## src/y2r_pkg.sv

```systemverilog
// Shared types and constants for the YUYV to RGB888 converter.
// No dependencies; imported by every module of the block.
`timescale 1ns / 1ps

package y2r_pkg;

  // Fixed-point coefficient format and frame limits
  localparam int COEF_FRAC_BITS = 16;
  localparam int MAX_FRAME_DIM  = 4096;

  // Derived widths
  localparam int COEF_W = COEF_FRAC_BITS + 1;     // all coefficients are below 2.0
  localparam int PROD_W = COEF_W + 1 + 8;         // signed coef times signed chroma
  localparam int ACC_W  = COEF_FRAC_BITS + 11;    // Y*2^F plus two products, signed
  localparam int COL_W  = $clog2(MAX_FRAME_DIM / 2);
  localparam int LINE_W = $clog2(MAX_FRAME_DIM);
  localparam int DIM_W  = $clog2(MAX_FRAME_DIM) + 1;
  localparam int PAIR_W = COL_W + 1;              // pair count, holds MAX_FRAME_DIM/2
  localparam int CFG_W  = 13;
  localparam int CFG_IDX_W = 1;

  // BT.601 coefficients, rounded to nearest
  localparam logic [COEF_W-1:0] K_RV =
    COEF_W'(((64'd1402 << COEF_FRAC_BITS) + 64'd500) / 64'd1000);
  localparam logic [COEF_W-1:0] K_GU =
    COEF_W'(((64'd344 << COEF_FRAC_BITS) + 64'd500) / 64'd1000);
  localparam logic [COEF_W-1:0] K_GV =
    COEF_W'(((64'd714 << COEF_FRAC_BITS) + 64'd500) / 64'd1000);
  localparam logic [COEF_W-1:0] K_BU =
    COEF_W'(((64'd1772 << COEF_FRAC_BITS) + 64'd500) / 64'd1000);

  // 255 in accumulator scale
  localparam logic signed [ACC_W-1:0] CHAN_TOP =
    ACC_W'(64'd255 << COEF_FRAC_BITS);

  // Register indexes
  localparam logic [CFG_IDX_W-1:0] REG_FRAME_WIDTH  = 1'd0;
  localparam logic [CFG_IDX_W-1:0] REG_FRAME_HEIGHT = 1'd1;

  // Reset values
  localparam logic [CFG_W-1:0] FRAME_WIDTH_RST  = 13'd640;
  localparam logic [CFG_W-1:0] FRAME_HEIGHT_RST = 13'd480;

  // Input beat: one YUYV macropixel
  typedef struct packed {
    logic [7:0] luma_first;
    logic [7:0] chroma_blue;
    logic [7:0] luma_second;
    logic [7:0] chroma_red;
  } yuyv_beat_t;

  // Output beat: two RGB888 pixels plus position markers
  typedef struct packed {
    logic [7:0] red_first;
    logic [7:0] green_first;
    logic [7:0] blue_first;
    logic [7:0] red_second;
    logic [7:0] green_second;
    logic [7:0] blue_second;
    logic       end_of_line;
    logic       end_of_frame;
  } rgb_beat_t;

  // One converted pixel
  typedef struct packed {
    logic [7:0] red;
    logic [7:0] green;
    logic [7:0] blue;
  } rgb_pixel_t;

  // Shared chroma terms, computed once per macropixel
  typedef struct packed {
    logic signed [PROD_W-1:0] rv;
    logic signed [PROD_W-1:0] gu;
    logic signed [PROD_W-1:0] gv;
    logic signed [PROD_W-1:0] bu;
  } chroma_terms_t;

  // Position markers for one pair
  typedef struct packed {
    logic eol;
    logic eof;
  } pos_flags_t;

endpackage

```

## src/yuyv_to_rgb888_converter.sv

```systemverilog
// Top level of the YUYV to RGB888 (BT.601) converter.
// Depends on y2r_pkg, y2r_lane and y2r_pos.
//
// Usage:
//   Input channel (in_valid / in_stall / in_data) carries one YUYV macropixel
//   per beat: two luma samples sharing one Cb and one Cr.
//   Output channel (out_valid / out_stall / out_data) carries one beat per
//   input beat: two RGB888 pixels plus end_of_line / end_of_frame markers
//   from pair and line counters over the configured frame size.
//   cfg_we / cfg_index / cfg_data write frame_width (index 0) and
//   frame_height (index 1); writes leave the position counters alone.
// Pipeline: an accepted beat passes the stage 1 register, then the output
//   register; one beat per cycle while out_stall is low. The fully pipelined
//   chroma multiplier stage and two pixel lanes each have their own hand-off.
// Stall: when the receiver stalls, the output register holds; the
//   multiplier stage still takes one more beat if empty, then in_stall rises.
// Reset (rst_n low, synchronous): pipeline empties, counters go to the
//   frame start, frame size returns to 640 x 480.
`timescale 1ns / 1ps

module yuyv_to_rgb888_converter
  import y2r_pkg::*;
(
  input  logic                 clk,
  input  logic                 rst_n,
  input  logic                 in_valid,
  output logic                 in_stall,
  input  yuyv_beat_t           in_data,
  output logic                 out_valid,
  input  logic                 out_stall,
  output rgb_beat_t            out_data,
  input  logic                 cfg_we,
  input  logic [CFG_IDX_W-1:0] cfg_index,
  input  logic [CFG_W-1:0]     cfg_data
);

  logic          in_accept;
  logic          out_en;
  logic          s1_en;
  pos_flags_t    flags;

  logic          s1_valid_r, s1_valid_nxt;
  chroma_terms_t s1_terms_r;
  logic [7:0]    s1_luma0_r;
  logic [7:0]    s1_luma1_r;
  pos_flags_t    s1_flags_r;

  logic          out_valid_r, out_valid_nxt;
  rgb_beat_t     out_data_r;

  logic signed [7:0] cb_s;
  logic signed [7:0] cr_s;
  chroma_terms_t     terms;
  rgb_pixel_t        pix0;
  rgb_pixel_t        pix1;

  // Stage hand-off
  assign out_en    = !out_valid_r || !out_stall;
  assign s1_en     = !s1_valid_r || out_en;
  assign in_stall  = !s1_en;
  assign in_accept = in_valid && s1_en;

  // Position counters
  y2r_pos u_pos (
    .clk       (clk),
    .rst_n     (rst_n),
    .cfg_we    (cfg_we),
    .cfg_index (cfg_index),
    .cfg_data  (cfg_data),
    .accept    (in_accept),
    .flags     (flags)
  );

  // Stage 1: remove chroma offset (flip MSB), shared chroma products
  assign cb_s = $signed({~in_data.chroma_blue[7], in_data.chroma_blue[6:0]});
  assign cr_s = $signed({~in_data.chroma_red[7], in_data.chroma_red[6:0]});

  always_comb begin
    terms.rv = PROD_W'($signed({1'b0, K_RV}) * cr_s);
    terms.gu = PROD_W'($signed({1'b0, K_GU}) * cb_s);
    terms.gv = PROD_W'($signed({1'b0, K_GV}) * cr_s);
    terms.bu = PROD_W'($signed({1'b0, K_BU}) * cb_s);
  end

  always_comb begin
    s1_valid_nxt = s1_valid_r;
    if (s1_en) begin
      s1_valid_nxt = in_valid;
    end
  end

  always_ff @(posedge clk) begin
    if (!rst_n) begin
      s1_valid_r <= 1'b0;
    end else begin
      s1_valid_r <= s1_valid_nxt;
    end
  end

  always_ff @(posedge clk) begin
    if (in_accept) begin
      s1_terms_r <= terms;
      s1_luma0_r <= in_data.luma_first;
      s1_luma1_r <= in_data.luma_second;
      s1_flags_r <= flags;
    end
  end

  // Stage 2: two pixel lanes
  y2r_lane u_lane0 (
    .luma  (s1_luma0_r),
    .terms (s1_terms_r),
    .pixel (pix0)
  );

  y2r_lane u_lane1 (
    .luma  (s1_luma1_r),
    .terms (s1_terms_r),
    .pixel (pix1)
  );

  // Merge lanes and markers into the output register
  always_comb begin
    out_valid_nxt = out_valid_r;
    if (out_en) begin
      out_valid_nxt = s1_valid_r;
    end
  end

  always_ff @(posedge clk) begin
    if (!rst_n) begin
      out_valid_r <= 1'b0;
    end else begin
      out_valid_r <= out_valid_nxt;
    end
  end

  always_ff @(posedge clk) begin
    if (out_en && s1_valid_r) begin
      out_data_r.red_first    <= pix0.red;
      out_data_r.green_first  <= pix0.green;
      out_data_r.blue_first   <= pix0.blue;
      out_data_r.red_second   <= pix1.red;
      out_data_r.green_second <= pix1.green;
      out_data_r.blue_second  <= pix1.blue;
      out_data_r.end_of_line  <= s1_flags_r.eol;
      out_data_r.end_of_frame <= s1_flags_r.eof;
    end
  end

  assign out_valid = out_valid_r;
  assign out_data  = out_data_r;

endmodule

```

## src/y2r_lane.sv

```systemverilog
// One pixel lane: adds luma to the shared chroma terms, clamps each channel.
// Depends on y2r_pkg.
`timescale 1ns / 1ps

module y2r_lane
  import y2r_pkg::*;
(
  input  logic [7:0]    luma,
  input  chroma_terms_t terms,
  output rgb_pixel_t    pixel
);

  logic signed [ACC_W-1:0] base;
  logic signed [ACC_W-1:0] acc_r;
  logic signed [ACC_W-1:0] acc_g;
  logic signed [ACC_W-1:0] acc_b;

  function automatic logic [7:0] clamp_floor(input logic signed [ACC_W-1:0] acc);
    logic [7:0] res;
    if (acc >= CHAN_TOP) begin
      res = 8'hFF;
    end else if (acc <= 0) begin
      res = 8'h00;
    end else begin
      res = acc[COEF_FRAC_BITS +: 8];
    end
    return res;
  endfunction

  // Luma scaled into accumulator format
  assign base = $signed(ACC_W'({luma, {COEF_FRAC_BITS{1'b0}}}));

  // Per-channel sums
  assign acc_r = base + ACC_W'(terms.rv);
  assign acc_g = base - ACC_W'(terms.gu) - ACC_W'(terms.gv);
  assign acc_b = base + ACC_W'(terms.bu);

  // Saturate and drop the fraction
  assign pixel.red   = clamp_floor(acc_r);
  assign pixel.green = clamp_floor(acc_g);
  assign pixel.blue  = clamp_floor(acc_b);

endmodule

```

## src/y2r_pos.sv

```systemverilog
// Frame geometry registers and pair/line position counters.
// Depends on y2r_pkg.
`timescale 1ns / 1ps

module y2r_pos
  import y2r_pkg::*;
(
  input  logic                 clk,
  input  logic                 rst_n,
  input  logic                 cfg_we,
  input  logic [CFG_IDX_W-1:0] cfg_index,
  input  logic [CFG_W-1:0]     cfg_data,
  input  logic                 accept,
  output pos_flags_t           flags
);

  logic [CFG_W-1:0]  width_r, width_nxt;
  logic [CFG_W-1:0]  height_r, height_nxt;
  logic [COL_W-1:0]  col_r, col_nxt;
  logic [LINE_W-1:0] line_r, line_nxt;

  logic [DIM_W-1:0]  width_sat;
  logic [DIM_W-1:0]  height_sat;
  logic [PAIR_W-1:0] pairs;
  logic [COL_W-1:0]  last_col;
  logic [LINE_W-1:0] last_line;
  logic              col_end;
  logic              line_end;

  // Register writes
  always_comb begin
    width_nxt  = width_r;
    height_nxt = height_r;
    if (cfg_we) begin
      unique case (cfg_index)
        REG_FRAME_WIDTH:  width_nxt  = cfg_data;
        REG_FRAME_HEIGHT: height_nxt = cfg_data;
        default: ;
      endcase
    end
  end

  // Saturate geometry and find the last pair and last line
  always_comb begin
    if (32'(width_r) > 32'(MAX_FRAME_DIM)) begin
      width_sat = DIM_W'(MAX_FRAME_DIM);
    end else begin
      width_sat = DIM_W'(width_r);
    end
    if (32'(height_r) > 32'(MAX_FRAME_DIM)) begin
      height_sat = DIM_W'(MAX_FRAME_DIM);
    end else begin
      height_sat = DIM_W'(height_r);
    end
    pairs = PAIR_W'(width_sat >> 1);
    if (pairs == '0) begin
      pairs = PAIR_W'(1);
    end
    if (height_sat == '0) begin
      height_sat = DIM_W'(1);
    end
    last_col  = COL_W'(pairs - PAIR_W'(1));
    last_line = LINE_W'(height_sat - DIM_W'(1));
  end

  // A counter at or past its last position ends the span
  assign col_end   = (col_r >= last_col);
  assign line_end  = (line_r >= last_line);
  assign flags.eol = col_end;
  assign flags.eof = col_end && line_end;

  // Counter advance on each accepted beat
  always_comb begin
    col_nxt  = col_r;
    line_nxt = line_r;
    if (accept) begin
      if (col_end) begin
        col_nxt = '0;
        if (line_end) begin
          line_nxt = '0;
        end else begin
          line_nxt = line_r + LINE_W'(1);
        end
      end else begin
        col_nxt = col_r + COL_W'(1);
      end
    end
  end

  always_ff @(posedge clk) begin
    if (!rst_n) begin
      width_r  <= FRAME_WIDTH_RST;
      height_r <= FRAME_HEIGHT_RST;
      col_r    <= '0;
      line_r   <= '0;
    end else begin
      width_r  <= width_nxt;
      height_r <= height_nxt;
      col_r    <= col_nxt;
      line_r   <= line_nxt;
    end
  end

endmodule

```

## config.mk

```make
export PLATFORM = sky130hd
export DESIGN_NAME = yuyv_to_rgb888_converter
export DESIGN_NICKNAME = d
export VERILOG_FILES = /design/src/y2r_pkg.sv /design/src/yuyv_to_rgb888_converter.sv /design/src/y2r_lane.sv /design/src/y2r_pos.sv
export SDC_FILE = /design/constraint.sdc
export NUM_CORES = 1
export LEC_CHECK = 0
export BUFFER_PORTS_ARGS = -buffer_cell sky130_fd_sc_hd__buf_4
export CORE_MARGIN = 2
export CORE_UTILIZATION = 50
export DETAILED_ROUTE_END_ITERATION = 12
export PLACE_DENSITY = 0.7
export SETUP_SLACK_MARGIN = 0.2
export SLEW_MARGIN = 0
export SYNTH_ARGS = -nofsm -noshare
export SYNTH_HDL_FRONTEND = slang
export SYNTH_SLANG_ARGS = --single-unit
```

## constraint.sdc

```tcl
create_clock -name clk -period 5.14 [get_ports clk]
set_input_delay 1.028 -clock clk [delete_from_list [all_inputs] [get_ports clk]]
set_output_delay 1.028 -clock clk [all_outputs]
set_load 0.01 [all_outputs]
```

==> results.toml <==
[run_status]
status = "finished clean"

[worst_setup_path]
cp.arrival_ns = 5.02
critical_path.max_fanout = 3
required_ns = 5.34
start_kind = "input port"
end_kind = "register"
path_class = "input port to register"

[clocking]
clkTransAtPathRegs_ns = 0.09
cts_root_buffer = "clkbuf_16"
cts_max_level = 4
cts.sinks = 184
cts-buffers-inserted = 17
cts_tree = "yes"
hold_buffers = 0
insertion_delay_ns = 0.46
max-clock-path-buffers = 2

[logic_synthesis]
synth_edf_count = 133
ys_ff_latch = 184
syn-mean-instance-area_um2 = 9.848
synth_seq_area_share = 0.2937
syn_nets = 2181
syn_area_mm2 = 0.01708
yosys_warnings = 0
synth_cell_type_count = 71
syn_inst = 1734
synthArstFlopShare = 0
ys.flop_type = "edfxtp_1"

[placement]
numPortBuffers = 102
dp_cells = 2354
dpl.hpwl_um = 31810
gp_congestion = 0.9175
pre_cts_ws_ns = -0.2516

[global_routing]
grt_max_degree = 53
grt_pass1_wl_um = 63810
grt_use_total = 0.2239
antenna_found_initial = 0
grt_pass1_vias = 12936
overflow = 0

[finish]
area_delta_synth_final_pct = 15.84
fin_nets = 2373
fin_cells = 2387
drive_above_1_share = 0.1382
nFillCells = 2857
diodes = 0

[sta]
setup_violations = 0
hold_viol_final = 0
fin_worst_skew_ns = 0.01699
maxSlewHeadroom = 0.5126
period_share = 0.9388
rsz0062_at_grt = "true"
final_max_slew_viol_count = 0
worst_slack_ns = 0.3143
fin_crit_ns = 4.826
tightest_slew_ns = 0.7296
finalHoldWorstSlack_ns = 0.4337
clock.fmax_ghz = 0.2072

[floorplan]
fp.coreArea_mm2 = 0.03362
fp.dieH_um = 188.8
design.die.area_mm2 = 0.03565
fp.dieW_um = 188.8
fp-row-count = 67
io_pins = 103
start_util = 0.5080

[drt]
dr.pass1.iters = 5
drt_iter0_drc = 582
via_per_inst = 5.387
avgRoutedWirePerCell_um = 15.97
drt_wl_total_um = 38130
postRouteAntennaNets = 0
dr_total_vias = 12859
drcViolationCount = 0

[power]
powerDensity_mw_per_mm2 = 487.0
leakagePower_nw = 9.350
peakVddDrop_v = 0.0003213

[hold_path]
hold_path.class = "register to register"

[run]
drv_cap = 0
flip-flops by register name (all words and copies together), names as in the netlist, 8 cells and up:
name	cells
u_pos.height_r	13
out_data	50
u_pos.line_r	12
s1_terms_r	65
u_pos.width_r	13
s1_luma1_r	8
u_pos.col_r	11
s1_luma0_r	8
layout by cell type, fill, tap and decap left out, types with 5 or more instances in the layout:
cell type and instances:
a211o_1 5, a211oi_1 9, a21boi_0 24, a21o_1 40
a21oi_1 121, a31oi_1 8, and2_1 5, and3_1 12
buf_4 188, clkbuf_16 17, clkinv_8 5, dfxtp_1 51
edfxtp_1 133, fa_1 111, ha_1 277, ha_4 5
inv_1 245, nand2_1 156, nand2b_1 17, nand3_1 24
nand4_1 12, nor2_1 88, nor2b_1 17, nor3_1 26
nor4_1 12, o211ai_1 6, o21a_1 14, o21ai_0 62
o21ai_1 7, o21bai_1 24, o31ai_1 5, or2_2 5
or3_1 13, xnor2_1 63, xor2_1 40
final cells by class:
| class | instances | area [um2] | share of cell area |
|---|---|---|---|
| Clock buffer | 17 | 425.4 | 0.02151 |
| Clock inverter | 15 | 190.2 | 0.009614 |
| Inverter | 249 | 942.2 | 0.04763 |
| Multi-Input combinational cell | 1285 | 11220 | 0.5670 |
| Sequential cell | 184 | 5015 | 0.2535 |
| Tap cell | 448 | 560.5 | 0.02834 |
| Timing Repair Buffer | 189 | 1431 | 0.07236 |
critical path: stages:
cell and delay (ns):
buf_4 0.10, inv_2 0.04, buf_4 0.13, fa_2 0.55, inv_2 0.05, fa_1 0.53
fa_1 0.42, inv_1 0.08, fa_2 0.45, ha_4 0.17, or3_1 0.36, o211ai_1 0.28
a21boi_1 0.11, or3_1 0.34, a21oi_1 0.14, o21bai_1 0.10, xnor2_1 0.15
Yosys cell counts, types with 24 or more instances:
cell | count | area [um2]
xor2_1 | 40 | 350.3
nand3_1 | 24 | 120.1
nor3_1 | 27 | 135.1
o21bai_1 | 24 | 180.2
ha_1 | 282 | 3528
a21o_1 | 40 | 300.3
o21ai_0 | 69 | 345.3
a21boi_0 | 26 | 195.2
xnor2_1 | 63 | 551.8
nand2_1 | 156 | 585.6
edfxtp_1 | 133 | 3994
a21oi_1 | 125 | 625.6
dfxtp_1 | 51 | 1021
fa_1 | 114 | 2282
nor2_1 | 88 | 330.3
inv_1 | 249 | 934.7
where the power goes:
| group | switching [mW] | internal, mW |
|---|---|---|
| registers | 0.183 | 2.06 |
| logic | 3.33 | 2.71 |
| clock network | 0.681 | 0.666 |
what timing repair did:
action | in CTS | in global routing
endpoints found under the setup margin | 0 | 21
buffers inserted | 0 | 1
resized for setup | 0 | 14
per-layer routing:
layer / wire, um / vias to the layer above / GRT usage
li1: - / 6386 / -
met1: 17850 / 6159 / 0.3031
met2: 17710 / 254 / 0.3710
met3: 1656 / 60 / 0.03632
met4: 908 / 0 / 0.06490
met5: 0 / - / 0
through the flow:
stage | cell area (um2) | util | setup TNS [ns] | power, mW
2_1_floorplan | 17160 | - | 0 | 6.658
3_3_place_gp | 19100 | 0.5683 | -0.9204 | 8.080
3_5_place_dp | 19100 | 0.5683 | -1.554 | 8.218
4_1_cts | 19720 | 0.5866 | 0 | 9.620
5_1_grt | 19780 | 0.5885 | 0 | 10.56
6_report | 19780 | 0.5885 | 0 | 9.634
worst paths after layout:
kind,startpoint,to,slack [ns],cells past startpoint
worst max-delay path,in_data[7],s1_terms_r[49],0.31,17
worst min-delay path,s1_flags_r[0],out_data[0],0.43,0
worst max register to register,u_pos.height_r[5],u_pos.line_r[8],0.54,18
worst min register to register,s1_flags_r[0],out_data[0],0.43,0
kinds of logic after synthesis:
group                    share of synthesized area
AO/OA/AOI/OAI                               0.1402
XOR/XNOR                                   0.05283
adder cells (fa/ha/maj)                     0.3403
buffers and inverters                      0.05825
flip-flops                                  0.2937
multiplexers                              0.001246
AND/OR/NAND/NOR                             0.1135
Note: power is estimated with default switching activity, not from simulation.
